[src/pr2d_pkg.sv]
// ----------------------------------------------------------------------------
// pr2d_pkg
// Shared widths, constants, arctangent table and beat types of the 2D point
// rotator pipeline.
// ----------------------------------------------------------------------------
`default_nettype none

package pr2d_pkg;

  // number of pipelined micro-rotations
  localparam int CORDIC_STAGES = 16;

  // coordinate format, signed fixed point
  localparam int COORD_W    = 32;
  // cos and sin are Q4.30: two bits of headroom above Q2.30 for the micro-rotation swing
  localparam int TRIG_SHIFT = 30;
  localparam int TRIG_W     = 34;
  // residual angle, 2^32 units per turn
  localparam int Z_W        = 32;
  localparam int ANGLE_W    = 16;

  localparam int PROD_W = COORD_W + TRIG_W;
  localparam int SUM_W  = PROD_W + 1;
  localparam int RND_W  = SUM_W - TRIG_SHIFT;

  // start vector, CORDIC gain compensation 0.607252935 in Q2.30
  localparam logic signed [TRIG_W-1:0] GAIN_Q30 = TRIG_W'(652032874);

  // quarter turn in residual angle units
  localparam logic signed [Z_W-1:0] Z_QUARTER = Z_W'(64'sd1073741824);

  // arctangent of 2^-i in units of 2^32 per turn
  function automatic logic signed [Z_W-1:0] atan_at(input int unsigned i);
    logic [31:0] v;
    case (i)
      0:       v = 32'h20000000;
      1:       v = 32'h12E4051E;
      2:       v = 32'h09FB385B;
      3:       v = 32'h051111D4;
      4:       v = 32'h028B0D43;
      5:       v = 32'h0145D7E1;
      6:       v = 32'h00A2F61E;
      7:       v = 32'h00517C55;
      8:       v = 32'h0028BE53;
      9:       v = 32'h00145F2F;
      10:      v = 32'h000A2F98;
      11:      v = 32'h000517CC;
      12:      v = 32'h00028BE6;
      13:      v = 32'h000145F3;
      14:      v = 32'h0000A2F9;
      15:      v = 32'h0000517C;
      16:      v = 32'h000028BE;
      17:      v = 32'h0000145F;
      18:      v = 32'h00000A2F;
      19:      v = 32'h00000517;
      20:      v = 32'h0000028B;
      21:      v = 32'h00000145;
      22:      v = 32'h000000A2;
      23:      v = 32'h00000051;
      24:      v = 32'h00000028;
      25:      v = 32'h00000014;
      26:      v = 32'h0000000A;
      27:      v = 32'h00000005;
      28:      v = 32'h00000002;
      29:      v = 32'h00000001;
      default: v = 32'h00000000;
    endcase
    return Z_W'(signed'(v));
  endfunction

  // beat inside the rotation pipeline
  typedef struct packed {
    logic                      valid;
    logic                      flip;
    logic signed [TRIG_W-1:0]  cx;
    logic signed [TRIG_W-1:0]  sy;
    logic signed [Z_W-1:0]     z;
    logic signed [COORD_W-1:0] px;
    logic signed [COORD_W-1:0] py;
  } rot_beat_t;

  // beat after the multipliers
  typedef struct packed {
    logic                     valid;
    logic                     flip;
    logic signed [PROD_W-1:0] xc;
    logic signed [PROD_W-1:0] ys;
    logic signed [PROD_W-1:0] xs;
    logic signed [PROD_W-1:0] yc;
  } prod_beat_t;

  // beat after the sums
  typedef struct packed {
    logic                    valid;
    logic signed [SUM_W-1:0] ax;
    logic signed [SUM_W-1:0] ay;
  } sum_beat_t;

endpackage

`default_nettype wire

[src/pr2d_round.sv]
// ----------------------------------------------------------------------------
// pr2d_round
// Rounds the Q30-scaled sums back to the coordinate format, saturates, and
// holds the result beat in the output register.
// ----------------------------------------------------------------------------
`default_nettype none

module pr2d_round (
  input  wire logic                                clk,
  input  wire logic                                rst,
  input  wire logic                                en,
  input  wire pr2d_pkg::sum_beat_t                  in_beat,
  output logic                                     out_valid,
  output logic signed [pr2d_pkg::COORD_W-1:0]      x_out,
  output logic signed [pr2d_pkg::COORD_W-1:0]      y_out
);
  import pr2d_pkg::*;

  localparam logic signed [SUM_W-1:0] ROUND_HALF = SUM_W'(1) << (TRIG_SHIFT - 1);
  localparam logic signed [RND_W-1:0] SAT_HI = RND_W'(64'sd2147483647);
  localparam logic signed [RND_W-1:0] SAT_LO = RND_W'(-64'sd2147483648);

  function automatic logic signed [COORD_W-1:0] round_sat(
    input logic signed [SUM_W-1:0] acc
  );
    logic signed [SUM_W-1:0] biased;
    logic signed [RND_W-1:0] r;
    biased = acc + ROUND_HALF;
    r      = $signed(biased[SUM_W-1:TRIG_SHIFT]);
    if (r > SAT_HI) begin
      r = SAT_HI;
    end else if (r < SAT_LO) begin
      r = SAT_LO;
    end
    return $signed(r[COORD_W-1:0]);
  endfunction

  logic signed [COORD_W-1:0] x_next;
  logic signed [COORD_W-1:0] y_next;

  // round half up and clamp
  always_comb begin
    x_next = round_sat(in_beat.ax);
    y_next = round_sat(in_beat.ay);
  end

  always_ff @(posedge clk) begin
    if (rst) begin
      out_valid <= 1'b0;
    end else if (en) begin
      out_valid <= in_beat.valid;
    end
  end

  always_ff @(posedge clk) begin
    if (en) begin
      x_out <= x_next;
      y_out <= y_next;
    end
  end

  // a frozen pipeline keeps the result beat unchanged
  hold_out: assert property (@(posedge clk) disable iff (rst)
    !en |=> ($stable(out_valid) && $stable(x_out) && $stable(y_out)))
    else $error("output changed while pipeline held");

endmodule

`default_nettype wire

[config.mk]
export PLATFORM = sky130hd
export DESIGN_NAME = pr2d_round
export DESIGN_NICKNAME = d
export VERILOG_FILES = /design/src/pr2d_pkg.sv /design/src/pr2d_round.sv
export SDC_FILE = /design/constraint.sdc
export NUM_CORES = 1
export LEC_CHECK = 0
export ABC_AREA = 1
export BUFFER_PORTS_ARGS = -buffer_cell sky130_fd_sc_hd__buf_2
export CORE_AREA = 4 4 102 104
export DETAILED_ROUTE_END_ITERATION = 8
export DIE_AREA = 0 0 106 108
export PLACE_DENSITY_LB_ADDON = 0.15
export SYNTH_ARGS = -nofsm -noshare
export SYNTH_HDL_FRONTEND = slang
export SYNTH_SLANG_ARGS = --single-unit
[constraint.sdc]
create_clock -name clk -period 2.5 [get_ports clk]
set_clock_uncertainty 0.2 [all_clocks]
set_input_delay 0.25 -clock clk [delete_from_list [all_inputs] [get_ports clk]]
set_output_delay 0.25 -clock clk [all_outputs]
set_load 0.01 [all_outputs]
== Word level (Yosys, flattened, before mapping) ==
Cells that the tools add are included.

* Register bits after elaboration: 65
* Input bits: 138
* Output and inout bits: 65
* Logic and storage cells: 11

* Add/sub/neg operators: 2
* Order comparisons: 4
* Mux-type cells: 2

{| class="wikitable"
|+ Operators by type and width
! cell !! count
|-
| $add A67 B31 Y67 const B || 2
|-
| $gt A37 B32 Y1 const B || 2
|-
| $lt A37 B32 Y1 const B || 2
|-
| $mux W32 || 2
|}

== Depth between registers and ports, before layout ==
Gate-level depths: netlist of run 1.

* Depth after elaboration: 3
* Depth in mapped cells: 15
* Mapped depth without buffers: 14

== Least setup slack after synthesis of run 1 ==
OpenSTA, ideal clock, no wires.

* Path type: input-to-reg
* From: in in_beat[96] in the netlist's numbering
* To: reg x_out[0] in the netlist's numbering (data pin)
* Library setup time: 0.253 ns
* Arrival time: 1.604 ns
* Data required time: 2.047 ns
* Slack: 0.442 ns
* Stages on the path: 13
* Buffers on the path: 1
* Path through: ha_1 nand2_1 nor2_4 nand2_2 nor2_4 nand2_1 nand2_1 nand2_1 nor3_1 nand2_1 nand2_1 buf_4 nand2_1

* Word-level cells in the longest chain between the ends: 3
* Elaborated cells on any way between the ends: 4
* Those cells by class: add/sub: 1; order compare: 2; mux: 1

{| class="wikitable"
|+ RTL lines
! element !! line !! source
|-
| from (decl) || pr2d_round.sv:12 || <nowiki>input wire pr2d_pkg::sum_beat_t in_beat,</nowiki>
|-
| $add A67 B31 Y67 * || pr2d_round.sv:28 || <nowiki>biased = acc + ROUND_HALF;</nowiki>
|-
| $lt A37 B32 Y1 || pr2d_round.sv:32 || <nowiki>end else if (r < SAT_LO) begin</nowiki>
|-
| $mux W32 || pr2d_round.sv:32 ||
|-
| to (signal assigned) || pr2d_round.sv:57 || <nowiki>x_out <= x_next;</nowiki>
|-
| to (decl) || pr2d_round.sv:14 || <nowiki>output logic signed [pr2d_pkg::COORD_W-1:0] x_out,</nowiki>
|}

Mark *: on every way between the ends. The rest lies on a longest branch, timed or not.
A chain may end at the register's enable or synchronous reset.

== Worst setup path after layout of run 1 ==
Ends and elaborated chain as after synthesis.

==> impl_metrics.tcl, run 1 <==
set metrics [dict create \
    outcome "finished clean" \
    worst_pin_slew_ns 0.379 \
    synthTopCellsByArea "edfxtp_1, nand2_1, xor2_1" \
    cts_buffers 9 \
    die-area_um2 11400 \
    synth_area_per_cell_um2 7.66 \
    p_int_mw 1.98 \
    timing.final.crit_share_pct 80.1 \
    p_switching_uw 753 \
    io_buffers 144 \
    cts_tree "done" \
    hpwlAfterDp_um 8970 \
    grtUsageMet2_pct 34.7 \
    slew_headroom_pct 74.5 \
    pwr_density_cell_nw_per_um2 483 \
    r2r_start "out_valid" \
    clockBufferDepth 2 \
    post_cts_buffers 0 \
    vias 4132 \
    rsz0062_at_grt "no" \
    min_period_ns 2.00 \
    clk_pin_slew_ns 0.08 \
    ys.flop_type "edfxtp_1" \
    wl_per_cell_um 12.3 \
    nNetsFinal 886 \
    die_x_um 106 \
    die_h_um 108 \
    ys_async_sr_fraction_pct 0 \
    yosysTopAreaCellShare_pct 43.0 \
    synth_cell_types 25 \
    crit_path_end_kind "register" \
    yosysWarnings 0 \
    place_congestion 0.893 \
    path_class "in2reg" \
    initial_core_util_pct 46.8 \
    final-hold-violation-count 0 \
    layout-drive-gt1-share_pct 26.9 \
    first_pass_iters 4 \
    finalSetupTns_ns 0 \
    yosys.area.top_type "edfxtp_1" \
    antenna_found_initial 0 \
    layout_commonest_cell "nand2_1" \
    core_area_um2 9550 \
    drtIter0Drc 105 \
    r2r_cells 3 \
    grt_max_degree 66 \
    ys_ff_latch 65 \
    clockPowerShare_pct 31.8 \
    top_usage_layer "met2" \
    grt_pass1_vias 3897 \
    grt.total_usage_pct 19.1 \
    seqPwrFrac_pct 48.7 \
    synth_seq_area_share_pct 43.5 \
    required_ns 2.41 \
    cts-root-buf "clkbuf_8" \
    critPathMaxFanout 31 \
    p_leak_nw 2.59 \
    hold_path_end "y_out[31]" \
    p_comb_share_pct 19.5 \
    swShare_pct 27.6 \
    cap_viol_max_count 0 \
    met1_usage_pct 22.2 \
    syn_area_um2 4470 \
    max_freq_mhz 500 \
    routed_wl_um 10800 \
    cp_data_arrival_time_ns 1.91 \
    diodes 0 \
    drv_slew 0 \
    ir_drop_mv 0.230 \
    synth_edf_count 64 \
    min_from "in_beat[66]" \
    syn_inst 583 \
    holdWs_ns 0.0509 \
    num_rows 36 \
    grt_pass1_wl_um 17400 \
    htree_levels 3 \
    setup_viol 0 \
    ioPinCount 203 \
    met3_usage_pct 3.46 \
    hp-class "in2reg" \
    drc_errors 0 \
    grt-ovfl-total 0 \
    viasPerCell 4.67 \
    ant_nets 0 \
    worstHoldPathCells 2 \
    reg2reg_slack_ns 1.15 \
    clkLatencyLatePin_ns 0.35 \
    layout_common_cells "nand2_1, buf_2, nor2_1, edfxtp_1, xor2_1" \
    cts.sinks 65 \
    worstReg2RegEnd "out_valid" \
    area_growth_pct 26.5 \
    synth_fp_nets 723 \
    cp-start-kind "input pin" \
]
-- worst max-delay path: stages --
cell,delay [ns]
buf_2,0.11
ha_1,0.18
nand2_1,0.11
nor2_4,0.15
nand2_2,0.10
nor2_4,0.17
nand2_1,0.07
nand2_1,0.06
nand2_1,0.06
nor3_1,0.18
nand2_1,0.07
nand2_1,0.10
buf_12,0.18
nand2_1,0.09
-- registers in the layout, indices dropped and copies added (netlist names) --
register   count
x_out         32
y_out         32
out_valid      1
-- per-stage QoR --
step | power [mW] | instances | setup slack [ns] | util (%) | cell area [um2]
floorplan | 1.63 | 583 | 0.442 | - | 4470
global placement | 1.88 | 866 | 0.126 | 57.0 | 5440
detailed placement | 1.89 | 866 | 0.116 | 57.0 | 5440
CTS | 2.75 | 884 | 0.502 | 59.2 | 5650
global route | 2.86 | 884 | 0.284 | 59.2 | 5650
finish | 2.73 | 884 | 0.498 | 59.2 | 5650
-- metal layers --
metal | wire length, um | vias to the layer above | share of wire, %
met1 | 4440 | 1822 | 41
met2 | 5560 | 113 | 51
met3 | 556 | 21 | 5.1
li1 | - | 2176 | -
met5 | 0 | - | 0
met4 | 287 | 0 | 2.6
-- cells by family (layout without fill, tap and decap cells) --
logic type / Yosys count / after routing / share of synthesized area [%]
AO/OA/AOI/OAI: 1 / 1 / 0.252
XOR/XNOR: 62 / 62 / 12.3
adder cells (fa/ha/maj): 2 / 2 / 0.560
buffers and inverters: 49 / 217 / 5.38
flip-flops: 65 / 65 / 43.5
multiplexers: 1 / 1 / 0.224
AND/OR/NAND/NOR: 403 / 403 / 37.8
-- repair_timing --
action / CTS / global route
hold buffers: 2 / 0
gates resized for setup: 0 / 0
endpoints found under the hold margin: 1 / 0
-- cell type report --
type | instances | area [um2]
clock buffers | 9 | 124
clock inverters | 7 | 71.3
fillers | 937 | 3890
inverters | 37 | 139
multi-input cells | 469 | 2290
flip-flops and latches | 65 | 1940
well taps | 133 | 166
repair buffers | 164 | 926
-- synthesized netlist by cell type (6+ instances only) --
library cell and number:
buf_4 9, nand2_1 259, inv_1 36, nor2_2 15, xor2_1 37, nand4_1 6
nand3b_1 7, nor2_1 64, nor3_1 14, edfxtp_1 64, xnor2_1 24, nand3_1 27
-- power by group through the flow --
| stage | Sequential [mW] | Combinational, mW | Clock, mW |
|---|---|---|---|
| 3_5_place_dp | 1.35 | 0.536 | 0 |
| 3_3_place_gp | 1.35 | 0.532 | 0 |
| 2_1_floorplan | 1.41 | 0.215 | 0 |
| 6_report | 1.33 | 0.534 | 0.869 |
| 5_1_grt | 1.34 | 0.593 | 0.931 |
| 4_1_cts | 1.33 | 0.541 | 0.882 |
-- worst max path at each step --
| stage | from | endpoint | cells past startpoint |
|---|---|---|---|
| finish | in_beat[96] | x_out[0] | 14 |
| global route | in_beat[96] | x_out[19] | 14 |
| CTS | in_beat[96] | x_out[0] | 14 |
| detailed placement | in_beat[96] | x_out[0] | 14 |
| global placement | in_beat[96] | x_out[0] | 14 |
| floorplan | in_beat[96] | x_out[0] | 13 |
(Power assumes the default switching activity.)
==> inputs of run 2 (changes only) <==
--- a/config.mk
+++ b/config.mk
@@ -7,9 +7,9 @@
 export LEC_CHECK = 0
 export ABC_AREA = 1
 export BUFFER_PORTS_ARGS = -buffer_cell sky130_fd_sc_hd__buf_2
-export CORE_AREA = 4 4 102 104
+export CORE_AREA = 4 4 107 109
 export DETAILED_ROUTE_END_ITERATION = 8
-export DIE_AREA = 0 0 106 108
+export DIE_AREA = 0 0 111 113
 export PLACE_DENSITY_LB_ADDON = 0.15
 export SYNTH_ARGS = -nofsm -noshare
 export SYNTH_HDL_FRONTEND = slang
==> constraint.sdc (replaced) <==
create_clock -name clk -period 1.7 [get_ports clk]
set_clock_uncertainty 0.2 [all_clocks]
set_input_delay 0.17 -clock clk [delete_from_list [all_inputs] [get_ports clk]]
set_output_delay 0.17 -clock clk [all_outputs]
set_load 0.01 [all_outputs]
==> impl_metrics.tcl, run 2 (synthesis results as in run 1) <==
set metrics [dict create \
    multi_input_area_um2 2830 \
    hpwlAfterDp_um 10200 \
    cp_cell_sequence "buf_8 -> ha_4 -> nand2_4 -> nor2_4 -> nand2_2 -> nor2_4 -> buf_6 -> nand4_1 -> nand2_2 -> nand3_2 -> o21bai_4 -> clkbuf_16 -> nand2_1 -> nand2_1" \
    area_growth_pct 71.5 \
    clkLatencyLatePin_ns 0.34 \
    layout_common_cells "nand2_1, buf_4, buf_2" \
    slowest_stage "o21bai_4" \
    drv_slew 0 \
    p_leak_nw 3.60 \
    core_area_um2 10600 \
    final.fill_count 790 \
    crit_path_end_kind "register" \
    worstReg2RegEnd "out_valid" \
    layout_commonest_cell "nand2_1" \
    critPathMaxFanout 8 \
    slew_headroom_pct 71.4 \
    drc_errors 0 \
    min_from "in_beat[96]" \
    ir_drop_mv 0.359 \
    rsz0062_at_grt "yes" \
    cp_num_cells 14 \
    pre_cts_slack_ns -0.428 \
    cp_data_arrival_time_ns 1.84 \
    crit_buf_inv 3 \
    p_switching_mw 1.25 \
    r2r_cells 3 \
    cap_viol_max_count 0 \
    clk_pin_slew_ns 0.07 \
    power.total_mw 4.72 \
    viasPerCell 4.70 \
    initial_core_util_pct 42.1 \
    first_pass_iters 5 \
    pwr_density_cell_nw_per_um2 616 \
    holdWs_ns 0.0171 \
    final-hold-violation-count 0 \
    min_period_ns 1.83 \
    cts-root-buf "clkbuf_8" \
    finalSetupTns_ns -5.64 \
    finalWorstSetupSlack_ns -0.130 \
    cp-start-kind "input pin" \
    outcome "finished with violations" \
    routed_wl_um 14200 \
    top_regs "x_out x32, y_out x32, out_valid x1" \
    worstHoldPathCells 4 \
    wl_per_cell_um 13.5 \
    reg2reg_slack_ns 0.37 \
    io_buffers 144 \
    grt.total_usage_pct 19.7 \
    required_ns 1.71 \
    antenna_found_initial 0 \
    cts_buffers 9 \
    die_h_um 113 \
    hold_path_end "x_out[0]" \
    grt_pass1_vias 4530 \
    fin_util_pct 72.3 \
    slowest_delay_ns 0.28 \
    grt_max_degree 35 \
    drtIter0Drc 194 \
    cts.sinks 65 \
    nNetsFinal 1045 \
    max_freq_mhz 546 \
    p_int_mw 3.47 \
    p_comb_share_pct 25.5 \
    num_rows 38 \
    r2r_start "out_valid" \
    cts_tree "done" \
    grt-ovfl-total 0 \
    seqPwrFrac_pct 41.6 \
    cp_top_family "simple AND/OR/NAND/NOR gates" \
    clockPowerShare_pct 32.9 \
    timing.final.crit_share_pct 108 \
    die-area_um2 12500 \
    setup_viol 62 \
    violations "negative setup slack" \
    ioPinCount 203 \
    die_x_um 111 \
    diodes 0 \
    ant_nets 0 \
    htree_levels 3 \
    swShare_pct 26.5 \
    layout-drive-gt1-share_pct 51.8 \
    clockBufferDepth 2 \
    vias 4940 \
    worst_pin_slew_ns 0.424 \
    seq_area_um2 1940 \
    grt_pass1_wl_um 20200 \
    path_class "in2reg" \
    place_congestion 0.880 \
    hp-class "in2reg" \
]
run 2: cell types whose count changed in the layout (fill, tap and decap cells not counted), sizes merged:
cell	previous run	this run
buf	162	312
clkbuf	9	17
bufinv	1	3
clkinvlp	3	1
dlygate4sd3	2	4
clkinv	4	3
run 2: worst max path at each step:
stage	from	end	slack [ns]
4_1_cts	in_beat[96]	x_out[4]	-0.06
2_1_floorplan	in_beat[96]	x_out[0]	-0.20
5_1_grt	in_beat[97]	x_out[15]	-0.21
6_report	in_beat[97]	x_out[15]	-0.13
3_5_place_dp	in_beat[29]	y_out[16]	-0.43
3_3_place_gp	in_beat[96]	x_out[27]	-0.39
run 2: worst min-delay path: cells and delay by family:
| kind | cells | cell delay (ns) |
|---|---|---|
| adder cells (fa/ha/maj) | 1 | 0.12 |
| buffers and inverters | 1 | 0.08 |
| AND/OR/NAND/NOR | 2 | 0.08 |
run 2: cell type report:
class                           count  share of cell area (%)
Clock buffer                       10                    1.67
Clock inverter                      6                    1.39
Inverter                           37                    1.81
Multi-Input combinational cell    469                    36.9
Sequential cell                    65                    25.3
Tap cell                          140                    2.29
Timing Repair Buffer              323                    30.6
run 2: power by group through the flow:
stage | Sequential (mW) | Combinational [mW] | Clock [mW]
4_1_cts | 1.97 | 0.989 | 1.57
6_report | 1.96 | 1.20 | 1.55
3_3_place_gp | 1.99 | 0.959 | 0
5_1_grt | 1.98 | 1.30 | 1.64
3_5_place_dp | 2.00 | 0.973 | 0
2_1_floorplan | 2.08 | 0.327 | 0
run 2: what timing repair did:
| action | 4_1_cts | 5_1_grt |
|---|---|---|
| resized for setup | 11 | 149 |
| hold buffers | 4 | 0 |
| cloned | 0 | 12 |
| endpoints found under the setup margin | 62 | 62 |
| buffers inserted | 6 | 5 |
| pin swaps | 9 | 33 |
| hold endpoints to repair | 6 | 0 |
run 2: metrics by stage:
stage | std cells | instance area (um2)
finish | 1050 | 7660
global route | 1050 | 7660
CTS | 1033 | 6910
detailed placement | 1007 | 6540
global placement | 1007 | 6540
floorplan | 583 | 4540
run 2: layer usage:
metal,share of wire (%),vias to the layer above,global-route usage [%]
li1,-,2504,-
met1,36,2267,21.6
met2,57,150,38.6
met3,4.8,19,3.32
met4,2.1,0,5.91
met5,0,-,0
