<file path="src/pr2d_pkg.sv">
// ----------------------------------------------------------------------------
// pr2d_pkg
// Shared widths, constants, arctangent table and beat types of the 2D point
// rotator pipeline.
// ----------------------------------------------------------------------------
`default_nettype none

package pr2d_pkg;

  // number of pipelined micro-rotations
  localparam int CORDIC_STAGES = 16;

  // coordinate format, signed fixed point
  localparam int COORD_W    = 32;
  // cos and sin are Q4.30: two bits of headroom above Q2.30 for the micro-rotation swing
  localparam int TRIG_SHIFT = 30;
  localparam int TRIG_W     = 34;
  // residual angle, 2^32 units per turn
  localparam int Z_W        = 32;
  localparam int ANGLE_W    = 16;

  localparam int PROD_W = COORD_W + TRIG_W;
  localparam int SUM_W  = PROD_W + 1;
  localparam int RND_W  = SUM_W - TRIG_SHIFT;

  // start vector, CORDIC gain compensation 0.607252935 in Q2.30
  localparam logic signed [TRIG_W-1:0] GAIN_Q30 = TRIG_W'(652032874);

  // quarter turn in residual angle units
  localparam logic signed [Z_W-1:0] Z_QUARTER = Z_W'(64'sd1073741824);

  // arctangent of 2^-i in units of 2^32 per turn
  function automatic logic signed [Z_W-1:0] atan_at(input int unsigned i);
    logic [31:0] v;
    case (i)
      0:       v = 32'h20000000;
      1:       v = 32'h12E4051E;
      2:       v = 32'h09FB385B;
      3:       v = 32'h051111D4;
      4:       v = 32'h028B0D43;
      5:       v = 32'h0145D7E1;
      6:       v = 32'h00A2F61E;
      7:       v = 32'h00517C55;
      8:       v = 32'h0028BE53;
      9:       v = 32'h00145F2F;
      10:      v = 32'h000A2F98;
      11:      v = 32'h000517CC;
      12:      v = 32'h00028BE6;
      13:      v = 32'h000145F3;
      14:      v = 32'h0000A2F9;
      15:      v = 32'h0000517C;
      16:      v = 32'h000028BE;
      17:      v = 32'h0000145F;
      18:      v = 32'h00000A2F;
      19:      v = 32'h00000517;
      20:      v = 32'h0000028B;
      21:      v = 32'h00000145;
      22:      v = 32'h000000A2;
      23:      v = 32'h00000051;
      24:      v = 32'h00000028;
      25:      v = 32'h00000014;
      26:      v = 32'h0000000A;
      27:      v = 32'h00000005;
      28:      v = 32'h00000002;
      29:      v = 32'h00000001;
      default: v = 32'h00000000;
    endcase
    return Z_W'(signed'(v));
  endfunction

  // beat inside the rotation pipeline
  typedef struct packed {
    logic                      valid;
    logic                      flip;
    logic signed [TRIG_W-1:0]  cx;
    logic signed [TRIG_W-1:0]  sy;
    logic signed [Z_W-1:0]     z;
    logic signed [COORD_W-1:0] px;
    logic signed [COORD_W-1:0] py;
  } rot_beat_t;

  // beat after the multipliers
  typedef struct packed {
    logic                     valid;
    logic                     flip;
    logic signed [PROD_W-1:0] xc;
    logic signed [PROD_W-1:0] ys;
    logic signed [PROD_W-1:0] xs;
    logic signed [PROD_W-1:0] yc;
  } prod_beat_t;

  // beat after the sums
  typedef struct packed {
    logic                    valid;
    logic signed [SUM_W-1:0] ax;
    logic signed [SUM_W-1:0] ay;
  } sum_beat_t;

endpackage

`default_nettype wire

</file>
<file path="src/pr2d_reduce.sv">
// ----------------------------------------------------------------------------
// pr2d_reduce
// Input stage: folds the angle into the right half plane and seeds the
// CORDIC start vector.
// ----------------------------------------------------------------------------
`default_nettype none

module pr2d_reduce (
  input  wire logic                               clk,
  input  wire logic                               rst,
  input  wire logic                               en,
  input  wire logic                               in_valid,
  input  wire logic [pr2d_pkg::ANGLE_W-1:0]       angle,
  input  wire logic signed [pr2d_pkg::COORD_W-1:0] x_in,
  input  wire logic signed [pr2d_pkg::COORD_W-1:0] y_in,
  output pr2d_pkg::rot_beat_t                     beat
);
  import pr2d_pkg::*;

  logic signed [ANGLE_W:0] a_full;
  logic signed [ANGLE_W:0] a_res;
  logic                    flip;
  rot_beat_t               beat_next;

  // signed angle, remove a half turn beyond a quarter turn
  always_comb begin
    a_full = $signed({angle[ANGLE_W-1], angle});
    flip   = 1'b0;
    a_res  = a_full;
    if (a_full > 17'sd16384) begin
      a_res = a_full - 17'sd32768;
      flip  = 1'b1;
    end else if (a_full < -17'sd16384) begin
      a_res = a_full + 17'sd32768;
      flip  = 1'b1;
    end
  end

  // seed vector and residual angle
  always_comb begin
    beat_next.valid = in_valid;
    beat_next.flip  = flip;
    beat_next.cx    = GAIN_Q30;
    beat_next.sy    = '0;
    beat_next.z     = $signed({a_res[ANGLE_W-1:0], {(Z_W-ANGLE_W){1'b0}}});
    beat_next.px    = x_in;
    beat_next.py    = y_in;
  end

  always_ff @(posedge clk) begin
    if (rst) begin
      beat <= '0;
    end else if (en) begin
      beat <= beat_next;
    end
  end

  // residual angle never exceeds a quarter turn
  a_res_range: assert property (@(posedge clk) disable iff (rst)
    beat.valid |-> (beat.z <= Z_QUARTER && beat.z >= -Z_QUARTER))
    else $error("residual angle out of range");

endmodule

`default_nettype wire

</file>
<file path="config.mk">
export PLATFORM = sky130hd
export DESIGN_NAME = pr2d_reduce
export DESIGN_NICKNAME = d
export VERILOG_FILES = /design/src/pr2d_pkg.sv /design/src/pr2d_reduce.sv
export SDC_FILE = /design/constraint.sdc
export NUM_CORES = 1
export LEC_CHECK = 0
export BUFFER_PORTS_ARGS = -buffer_cell sky130_fd_sc_hd__buf_4
export CAP_MARGIN = 0
export CELL_PAD_IN_SITES_DETAIL_PLACEMENT = 1
export CELL_PAD_IN_SITES_GLOBAL_PLACEMENT = 1
export CORE_UTILIZATION = 33
export CTS_BUF_LIST = sky130_fd_sc_hd__clkbuf_8
export CTS_CLUSTER_SIZE = 8
export DETAILED_ROUTE_END_ITERATION = 6
export PLACE_DENSITY = 0.95
export SLEW_MARGIN = 0
export SYNTH_ARGS = -nofsm -noshare
export SYNTH_HDL_FRONTEND = slang
export SYNTH_SLANG_ARGS = --single-unit
</file>
<file path="constraint.sdc">
create_clock -name clk -period 1.6 [get_ports clk]
set_clock_uncertainty 0.05 [all_clocks]
set_input_delay 0.32 -clock clk [delete_from_list [all_inputs] [get_ports clk]]
set_output_delay 0.32 -clock clk [all_outputs]
set_load 0.01 [all_outputs]
</file>
== Word-level counts from Yosys, hierarchy flattened ==
Index checks and enable logic that the tools add are counted.

* Flip-flop bits (word level): 83
* Output and inout port bits: 166
* Input bits: 84
* Logic and storage cells: 14

* $add $sub $neg: 2
* Multiplexer cells: 4
* Magnitude comparators: 2

{| class="wikitable"
|+ Operators with widths
! cell !! count
|-
| $mux W16 || 2
|-
| $add A16 B16 Y16 const B || 1
|-
| $gt A16 B16 Y1 const B || 1
|-
| $lt A16 B15 Y1 const B || 1
|-
| $sub A16 B16 Y16 const B || 1
|-
| $mux W1 || 2
|}

== Depth between registers and ports, before layout ==
Gate-level depths: netlist of run 1.

* Word-level depth: 3
* Mapped depth: 4

== Worst setup path before layout of run 1 ==
OpenSTA, ideal clock, no wires.

* Path type: flip-flop to output port
* From: reg beat[131] (netlist name)
* To: out beat[133] (netlist bit)
* Path buffers: 1
* Path slack: 0.394 ns
* Cell stages (with the launch flop): 2
* Arrival: 0.836 ns
* Path through: dfxtp_1 > buf_4

{| class="wikitable"
|+ RTL lines
! what !! line !! RTL
|-
| end: declaration || pr2d_reduce.sv:16 || <nowiki>output pr2d_pkg::rot_beat_t beat</nowiki>
|}

No word-level cell between the ends.

== Final worst setup path of run 1 ==
* From: reg beat[131] (netlist name)
* To: out beat[135] (netlist bit)

No word-level cell between the ends.

==> reports/metrics.cfg, run 1 <==
[clock_tree]
cts_tree=built
cts_sinks=83
cts_root_buf=clkbuf_8
clk_pin_slew_ns=0.08
cts_buffer_depth=2
cts-htree-levels=3
cts_buffers=9
insertion_delay_ns=0.34
hold_buffers=0

[critical_path]
crit_path_start=beat[131]
required_ns=1.23
critPathBufInv=1
max_stage_delay_ns=0.51
rrSetupSlack_ns=0.83
worst_setup_path_start_kind=flop
cp_max_fo=19
path_depth=1
r2r_cells=2
crit_family=flip-flops
crit_chain=buf_4
crit_type=reg2out
rr_startpoint=beat[131]
cp.arrival_ns=1.03
critical_path.slowest_cell=dfxtp_2
worstSetupEndpointType=primary output

[sta]
maxSlewViolCount=0
fin_tns_setup_ns=0
hold_violations=0
finalCriticalPeriod_ns=1.400
fin_crit_sh_pct=87.50
rsz0062_at_grt=no
setup_violations=0
layout_setup_ws_ns=0.2000
fmax_mhz=714.3

[place]
io_buffers=183
dp_slack_ns=0.1845
place.gp.congestion=0.7009
dpl_cell_area_mm2=0.004746
post-dp-hpwl_mm=7.106

[detailed_routing]
drc=0
ant_nets=0
first_pass_iters=4
vias=2796
routed_wirelength_mm=9.073
via_per_inst=4.173
drtIter0Drc=84
wl_per_cell_um=13.54

[finish]
final_cell_mix=buf_4, dfxtp_1, nor2_1
multi_input_area_mm2=0.001438
num-fill-cells=1286
final_common_cell=buf_4
fin_area_mm2=0.004908
synthToLayoutAreaGrowth_pct=33.80
final_nets=609
reg_top3=beat: 83 flops
antenna_cells=0
drive_above_1_share_pct=38.87
largest_reg_flops=83
regMostFlops=beat
register_area_mm2=0.001663

[global_routing]
overflow=0
grt_max_degree=41
first_global_vias=2762
grtUsageTotal_pct=15.10
antenna_found_initial=0
grt_pass1_wl_mm=13.47

[die]
dieWidth_um=107.4
io_pins=250
die-area_mm2=0.01154
start_util_pct=33.84
rows=38
core_area_mm2=0.01084
die_h_um=107.4

[logic_synthesis]
ys_seq_area_share_pct=45.29
ys_ff_latch=83
synth_cell_types=21
synth_cells=359
yosysTopAreaCell=dfxtp_1
synth_area_mm2=0.003669
synth_top_area_share_pct=45.29
synth_area_leaders=dfxtp_1, mux2i_1, buf_4, nor2_1, buf_12
syn_area_per_cell_um2=10.22
yosys_warnings=0

[power]
power_mw=4.403
cellPowerDensity_mw_per_mm2=897.1
vdd.ir_drop.worst_mv=0.3379
cellLeakagePower_nw=2.596

[worst_hold_path]
worstHoldStart=rst
whs_path_depth=2
min_path_type=in2reg

[outcome]
outcome=completed

[flow_run]
maxCapViolations=0

==> cells by family (layout without fill, tap and decap cells) <==
group                  count (synthesis)  count (layout)  share of synthesized area (%)
buffers and inverters                101             207                          22.17
and+or+nand+nor                       91              91                          10.06
DFF                                   83              83                          45.29
muxes                                 80              80                          21.83
AOI/OAI and AO/OA                      3               3                         0.5457
other                                  1              66                         0.1022
==> cells in the mapped netlist <==
library cell and instances:
buf_4 84, dfxtp_1 83, nor2_1 81, mux2i_1 80, buf_12 6, buf_1 5, nor4_1 3, buf_2 2
clkbuf_1 2, nand2b_1 2, a21oi_1 1, and4_1 1, buf_6 1, buf_8 1, conb_1 1, nand2_1 1
nor2b_1 1, nor4b_1 1, o22ai_1 1, o32ai_1 1, or3_1 1
==> report_power, final <==
group | switching, mW | internal (mW)
logic | 0.407 | 0.447
clock network | 0.739 | 0.545
registers | 0.0758 | 2.19
total | 1.22 | 3.18
==> metrics by stage <==
| stage | hold WS [ns] | std cells | util [%] |
|---|---|---|---|
| 2_1_floorplan | 0.4172 | 424 | - |
| 3_3_place_gp | 0.4189 | 654 | 43.78 |
| 5_1_grt | 0.1060 | 670 | 45.28 |
| 3_5_place_dp | 0.4138 | 654 | 43.78 |
| 6_report | 0.1287 | 670 | 45.28 |
| 4_1_cts | 0.1021 | 670 | 45.28 |
==> area by class of cell <==
type | count | area share (%)
Clock buffer | 9 | 2.524
Tap cell | 140 | 3.569
Clock inverter | 7 | 0.7647
Timing Repair Buffer | 191 | 29.98
Sequential cell | 83 | 33.88
Multi-Input combinational cell | 240 | 29.29
==> metal layers <==
| layer | track usage [%] | part of all wire [%] | wire [um] | vias to the layer above |
|---|---|---|---|---|
| li1 | - | - | - | 1343 |
| met2 | 27.37 | 51 | 4670 | 151 |
| met4 | 4.795 | 0.77 | 70 | 0 |
| met3 | 4.782 | 9.3 | 840 | 6 |
| met5 | 0 | 0 | 0 | - |
| met1 | 16.63 | 38 | 3492 | 1296 |
==> path summary, 6_finish.rpt <==
path                     to
setup / recovery  beat[135]
hold / removal     beat[94]
setup reg to reg  beat[131]
hold reg to reg    beat[94]
==> timing repair <==
item,4_1_cts,5_1_grt
endpoints found under the setup margin,18,0
gates resized for setup,1,0
setup buffers,0,0
Note: power is estimated with default switching activity, not from simulation.
==> run 2: changes to the inputs <==
--- a/config.mk
+++ b/config.mk
@@ -9,11 +9,11 @@
 export CAP_MARGIN = 0
 export CELL_PAD_IN_SITES_DETAIL_PLACEMENT = 1
 export CELL_PAD_IN_SITES_GLOBAL_PLACEMENT = 1
-export CORE_UTILIZATION = 33
+export CORE_UTILIZATION = 30
 export CTS_BUF_LIST = sky130_fd_sc_hd__clkbuf_8
 export CTS_CLUSTER_SIZE = 8
 export DETAILED_ROUTE_END_ITERATION = 6
-export PLACE_DENSITY = 0.95
+export PLACE_DENSITY = 0.92
 export SLEW_MARGIN = 0
 export SYNTH_ARGS = -nofsm -noshare
 export SYNTH_HDL_FRONTEND = slang
==> constraint.sdc (replaced) <==
create_clock -name clk -period 1.3 [get_ports clk]
set_clock_uncertainty 0.05 [all_clocks]
set_input_delay 0.26 -clock clk [delete_from_list [all_inputs] [get_ports clk]]
set_output_delay 0.26 -clock clk [all_outputs]
set_load 0.01 [all_outputs]
==> run 2 against run 1 <==
First-iteration DRC count fell by 3.6%. Critical path depth increased by 1. Power rose by 41%. Non-clock buffer count is 3 higher. Flip-flop and latch count is the same. Global-route usage down 1.1 points. Design area increased by 4.2%. Combinational power grew 29%. Clock power increased by 84%. Critical endpoint is now beat[146]. Largest cell class unchanged.
==> reports/metrics.cfg, run 2 (same netlist as run 1, synthesis figures left out) <==
[detailed_routing]
vias=2807  ; +0.39%
drtIter0Drc=81  ; -3.6%
drc=0  ; unchanged
via_per_inst=4.128  ; -1.1%
routed_wirelength_mm=9.131  ; +0.64%
ant_nets=0  ; unchanged
wl_per_cell_um=13.43  ; -0.84%
first_pass_iters=4  ; unchanged

[clock_tree]
insertion_delay_ns=0.34  ; about the same
cts-htree-levels=3  ; unchanged
clk_pin_slew_ns=0.09  ; about the same
cts_root_buf=clkbuf_8
cts_tree=built
cts_sinks=83  ; unchanged
cts_buffer_depth=2  ; unchanged
cts_buffers=9  ; unchanged
post-cts-setup-buffer-count=0  ; unchanged

[critical_path]
rrSetupSlack_ns=0.51  ; -0.32 ns
cp_max_fo=5  ; -14
max_stage_delay_ns=0.38  ; -0.13 ns
crit_chain=buf_6 > buf_4
critical_path.slowest_cell=dfxtp_4
required_ns=0.99  ; -0.24 ns
cp.arrival_ns=0.98  ; -0.05 ns
crit_family=flip-flops
worstSetupEndpointType=primary output
worst_setup_path_start_kind=flop
crit_type=reg2out
rr_startpoint=beat[131]
critPathBufInv=2  ; +1
crit_path_start=beat[131]

[die]
dieWidth_um=112.6  ; +4.8%
die_h_um=112.6  ; +4.8%
core_area_mm2=0.01196  ; +10%
die-area_mm2=0.01267  ; +9.8%
rows=40  ; +5.3%
start_util_pct=30.67  ; -3.2 points
io_pins=250  ; unchanged

[global_routing]
grt_max_degree=46  ; +12%
first_global_vias=2788  ; +0.94%
grt_pass1_wl_mm=13.86  ; +2.9%
overflow=0  ; unchanged
antenna_found_initial=0  ; unchanged
grtUsageTotal_pct=14.04  ; -1.1 points

[finish]
final_nets=612  ; +0.49%
multi_input_area_mm2=0.001438  ; unchanged
utilization_pct=42.77  ; -2.5 points
antenna_cells=0  ; unchanged
num-fill-cells=1386  ; +7.8%
largest_reg_flops=83  ; unchanged
register_area_mm2=0.001665  ; +0.15%
final_cell_mix=buf_4, dfxtp_1, nor2_1
drive_above_1_share_pct=39.59  ; +0.72 points
final_common_cell=buf_4
regMostFlops=beat
reg_top3=beat: 83 flops
synthToLayoutAreaGrowth_pct=39.46

[sta]
maxSlewViolCount=0  ; unchanged
hold_violations=0  ; unchanged
finalCriticalPeriod_ns=1.295
rsz0062_at_grt=yes
fin_crit_sh_pct=99.61
hold-worst-slack_ns=0.09081  ; -0.03791 ns
fmax_mhz=772.3
setup_violations=0  ; unchanged

[place]
io_buffers=183  ; unchanged
place.gp.congestion=0.7502  ; +7.0%
post-dp-hpwl_mm=7.035  ; -0.99%

[power]
cellPowerDensity_mw_per_mm2=1218  ; +36%
vdd.ir_drop.worst_mv=0.6087  ; +80%
cellLeakagePower_nw=2.677  ; +3.1%

[worst_hold_path]
min_path_type=in2reg
worstHoldStart=rst

[outcome]
outcome=completed

[flow_run]
maxCapViolations=0  ; unchanged

==> run 2: changes by cell type in the layout (fill, tap and decap cells not counted), moves of 2 or more <==
cell | before | now
inv_1 | 2 | 0
clkinv_2 | 3 | 0
bufinv_16 | 0 | 3
clkinvlp_4 | 2 | 0
buf_6 | 0 | 17
buf_4 | 188 | 173
clkbuf_8 | 9 | 11
==> run 2: final cells by class <==
| cell class | instances | share of cell area, % |
|---|---|---|
| sequential | 83 | 32.55 |
| timing repair buffer | 194 | 30.69 |
| multi-input combinational | 240 | 28.10 |
| tap | 147 | 3.595 |
| clock buffer | 11 | 2.959 |
| clock inverter | 5 | 2.103 |
==> run 2: stage by stage <==
step	total power [mW]	setup TNS [ns]	std cells	instance area (um^2)	setup WS, ns
detailed placement	3.915	-0.4190	661	4767	-0.2172
CTS	6.320	-0.1097	678	5042	-0.01404
floorplan	3.553	0	424	3913	0.1541
global route	6.540	-0.7669	680	5116	-0.05210
finish	6.230	0	680	5116	0.005093
global placement	3.870	-0.4817	661	4767	-0.2449
==> run 2: power by group <==
part / switching [mW] / internal (mW) / leakage [nW] / total, mW
sequential: 0.0863 / 2.69 / 0.686 / 2.78
combinational: 0.519 / 0.586 / 1.86 / 1.10
clock: 0.952 / 1.39 / 0.130 / 2.35
==> run 2: final timing paths <==
path / cells past startpoint / endpoint
worst max-delay path: 2 / beat[146]
worst min-delay path: 2 / beat[94]
worst max register to register: 3 / beat[131]
worst min register to register: 2 / beat[94]
==> run 2: what timing repair did <==
| action | in CTS | in global routing |
|---|---|---|
| hold buffers | 0 | 0 |
| endpoints found under the setup margin | 18 | 18 |
| gates cloned | 1 | 2 |
| gates resized for setup | 4 | 18 |
==> run 2: worst register-to-register path: stages, from the launching register on <==
cell and delay, ns:
dfxtp_4 0.38, buf_6 0.13, nor2_1 0.09, nor2_1 0.04
==> run 2: metal layers <==
layer  vias to the layer above  track usage (%)  share of wire (%)
li1                       1356                -                  -
met1                      1298            15.62                 40
met2                       139            25.47                 52
met3                        14            3.024                6.8
met4                         0            6.489                1.8
met5                         -                0                  0
==> run 3: changes to the inputs <==
--- a/config.mk
+++ b/config.mk
@@ -9,11 +9,12 @@
 export CAP_MARGIN = 0
 export CELL_PAD_IN_SITES_DETAIL_PLACEMENT = 1
 export CELL_PAD_IN_SITES_GLOBAL_PLACEMENT = 1
-export CORE_UTILIZATION = 30
-export CTS_BUF_LIST = sky130_fd_sc_hd__clkbuf_8
+export CORE_UTILIZATION = 29
+export CTS_BUF_LIST = sky130_fd_sc_hd__clkbuf_16
 export CTS_CLUSTER_SIZE = 8
 export DETAILED_ROUTE_END_ITERATION = 6
-export PLACE_DENSITY = 0.92
+export PLACE_DENSITY = 0.89
+export SKIP_CTS_REPAIR_TIMING = 1
 export SLEW_MARGIN = 0
 export SYNTH_ARGS = -nofsm -noshare
 export SYNTH_HDL_FRONTEND = slang
==> run 3 against run 2 <==
Critical path depth unchanged. Worst setup slack improved by 0.053 ns. Highest routed layer unchanged. Critical path type unchanged. Worst hold slack better by 0.028 ns. Largest cell class unchanged. Core utilization shrank 0.73 points. Die area up 3.4%. Wire length hardly changed.
==> reports/metrics.cfg, run 3 (same netlist as run 1, synthesis figures left out) <==
[outcome]
outcome=completed

[power]
cellPowerDensity_mw_per_mm2=1269  ; +4.2%
p_int_mw=4.914  ; +5.2%
power_mw=6.485  ; +4.1%
vdd.ir_drop.worst_mv=0.5084  ; -16%
p_switching_mw=1.571  ; +0.85%
switching_share_pct=24.22  ; -0.78 points
cellLeakagePower_nw=2.668  ; -0.33%
pwr-share-seq_pct=42.9  ; -1.7 points
pwr-share-clk_pct=40.5  ; +2.9 points
p_comb_share_pct=16.6  ; -1.1 points

[finish]
drive_above_1_share_pct=38.98  ; -0.60 points
utilization_pct=42.04  ; -0.73 points
final_cell_mix=buf_4, dfxtp_1, nor2_1
synthToLayoutAreaGrowth_pct=39.36  ; about the same
final_common_cell=buf_4
regMostFlops=beat
num-fill-cells=1410  ; +1.7%
fin_area_mm2=0.005112  ; about the same
final_nets=611  ; -0.16%
antenna_cells=0  ; unchanged
reg_top3=beat: 83 flops
largest_reg_flops=83  ; unchanged
final_cells=699  ; +2.8%

[global_routing]
grt_pass1_wl_mm=13.28  ; -4.2%
grtUsageTotal_pct=13.05  ; -1.0 points
overflow=0  ; unchanged
antenna_found_initial=0  ; unchanged
grt_max_degree=47  ; +2.2%
first_global_vias=2726  ; -2.2%

[place]
post-dp-hpwl_mm=7.097  ; +0.87%
dp_slack_ns=-0.2201  ; -0.002937 ns
io_buffers=183  ; unchanged
dpl.cell_count=683  ; +3.3%
dpl_cell_area_mm2=0.004788  ; +0.45%
place.gp.congestion=0.7718  ; +2.9%

[critical_path]
worstSetupEndpointType=primary output
max_stage_delay_ns=0.35  ; -0.03 ns
crit_type=reg2out
rrSetupSlack_ns=0.54  ; +0.03 ns
worst_setup_path_start_kind=flop
required_ns=0.99  ; about the same
cp.arrival_ns=0.93  ; -0.05 ns
critical_path.slowest_cell=dfxtp_2
crit_chain=buf_6 > buf_4
cp_max_fo=10  ; +5
r2r_cells=3  ; unchanged

[clock_tree]
cts_root_buf=clkbuf_16
cts_buffers=9  ; unchanged
insertion_delay_ns=0.32  ; -0.02 ns
cts_sinks=83  ; unchanged
cts-htree-levels=3  ; unchanged
clk_pin_slew_ns=0.06  ; -0.03 ns
cts_buffer_depth=2  ; unchanged
cts_tree=built

[detailed_routing]
wl_per_cell_um=13.05  ; -2.8%
wl_met2_mm=4.691  ; -0.64%
routed_wirelength_mm=9.125  ; about the same
wl_met1_mm=3.611  ; -0.52%
via_per_inst=4.014  ; -2.8%
drc=0  ; unchanged
first_pass_iters=3  ; -1
drtIter0Drc=114  ; +41%
ant_nets=0  ; unchanged
top_layer_used=met4
wl_met3_um=715  ; +16%
vias=2806  ; -0.036%

[sta]
finalCriticalPeriod_ns=1.242  ; -0.05263 ns
layout_setup_ws_ns=0.05772  ; +0.05263 ns
hold-worst-slack_ns=0.1186  ; +0.02781 ns
maxSlewViolCount=0  ; unchanged
hold_violations=0  ; unchanged
setup_violations=0  ; unchanged
rsz0062_at_grt=no
fmax_mhz=805.0  ; +4.2%
fin_tns_setup_ns=0  ; unchanged
fin_crit_sh_pct=95.56  ; -4.0 points

[die]
core_area_mm2=0.01216  ; +1.7%
die_h_um=114.5  ; +1.7%
rows=40  ; unchanged
dieWidth_um=114.5  ; +1.7%
start_util_pct=30.16  ; -0.50 points
io_pins=250  ; unchanged
die-area_mm2=0.01310  ; +3.4%

[worst_hold_path]
whs_path_depth=3  ; +1
min_path_type=in2reg

[flow_run]
maxCapViolations=0  ; unchanged

-- run 3: changes by cell type in the layout (fill, tap and decap cells not counted), sizes merged --
cell,change
clkbuf,-2
buf,-1
bufinv,-1
clkinvlp,+2
-- run 3: area by class of cell --
class                           count  area [um^2]  share of cell area (%)
Clock inverter                      6        82.58                   1.615
Clock buffer                        9        225.2                   4.405
Tap cell                          168        210.2                   4.112
Timing Repair Buffer              193         1494                   29.22
Sequential cell                    83         1663                   32.53
Multi-Input combinational cell    240         1438                   28.12
-- run 3: power by group through the flow --
stage | Combinational, mW | Clock [mW] | Sequential (mW)
after global placement | 1.05 | 0 | 2.83
final | 1.07 | 2.63 | 2.78
after detailed placement | 1.08 | 0 | 2.84
after CTS | 1.08 | 2.72 | 2.78
after global routing | 1.16 | 2.83 | 2.80
after floorplan | 0.649 | 0 | 2.90
-- run 3: critical path: cells and delay by family, from the launching register on --
family	cells	cell delay, ns
flops	1	0.35
buf+inv	2	0.25
-- run 3: metal layers --
metal	track usage [%]	vias to the layer above
li1	-	1350
met1	14.27	1307
met2	23.92	140
met3	3.864	9
met4	4.416	0
met5	0	-
-- run 3: worst paths after layout --
kind                  start   endpoint
hold / removal      y_in[2]    beat[2]
setup reg to reg  beat[131]  beat[131]
hold reg to reg    beat[94]   beat[94]
setup / recovery  beat[131]  beat[135]
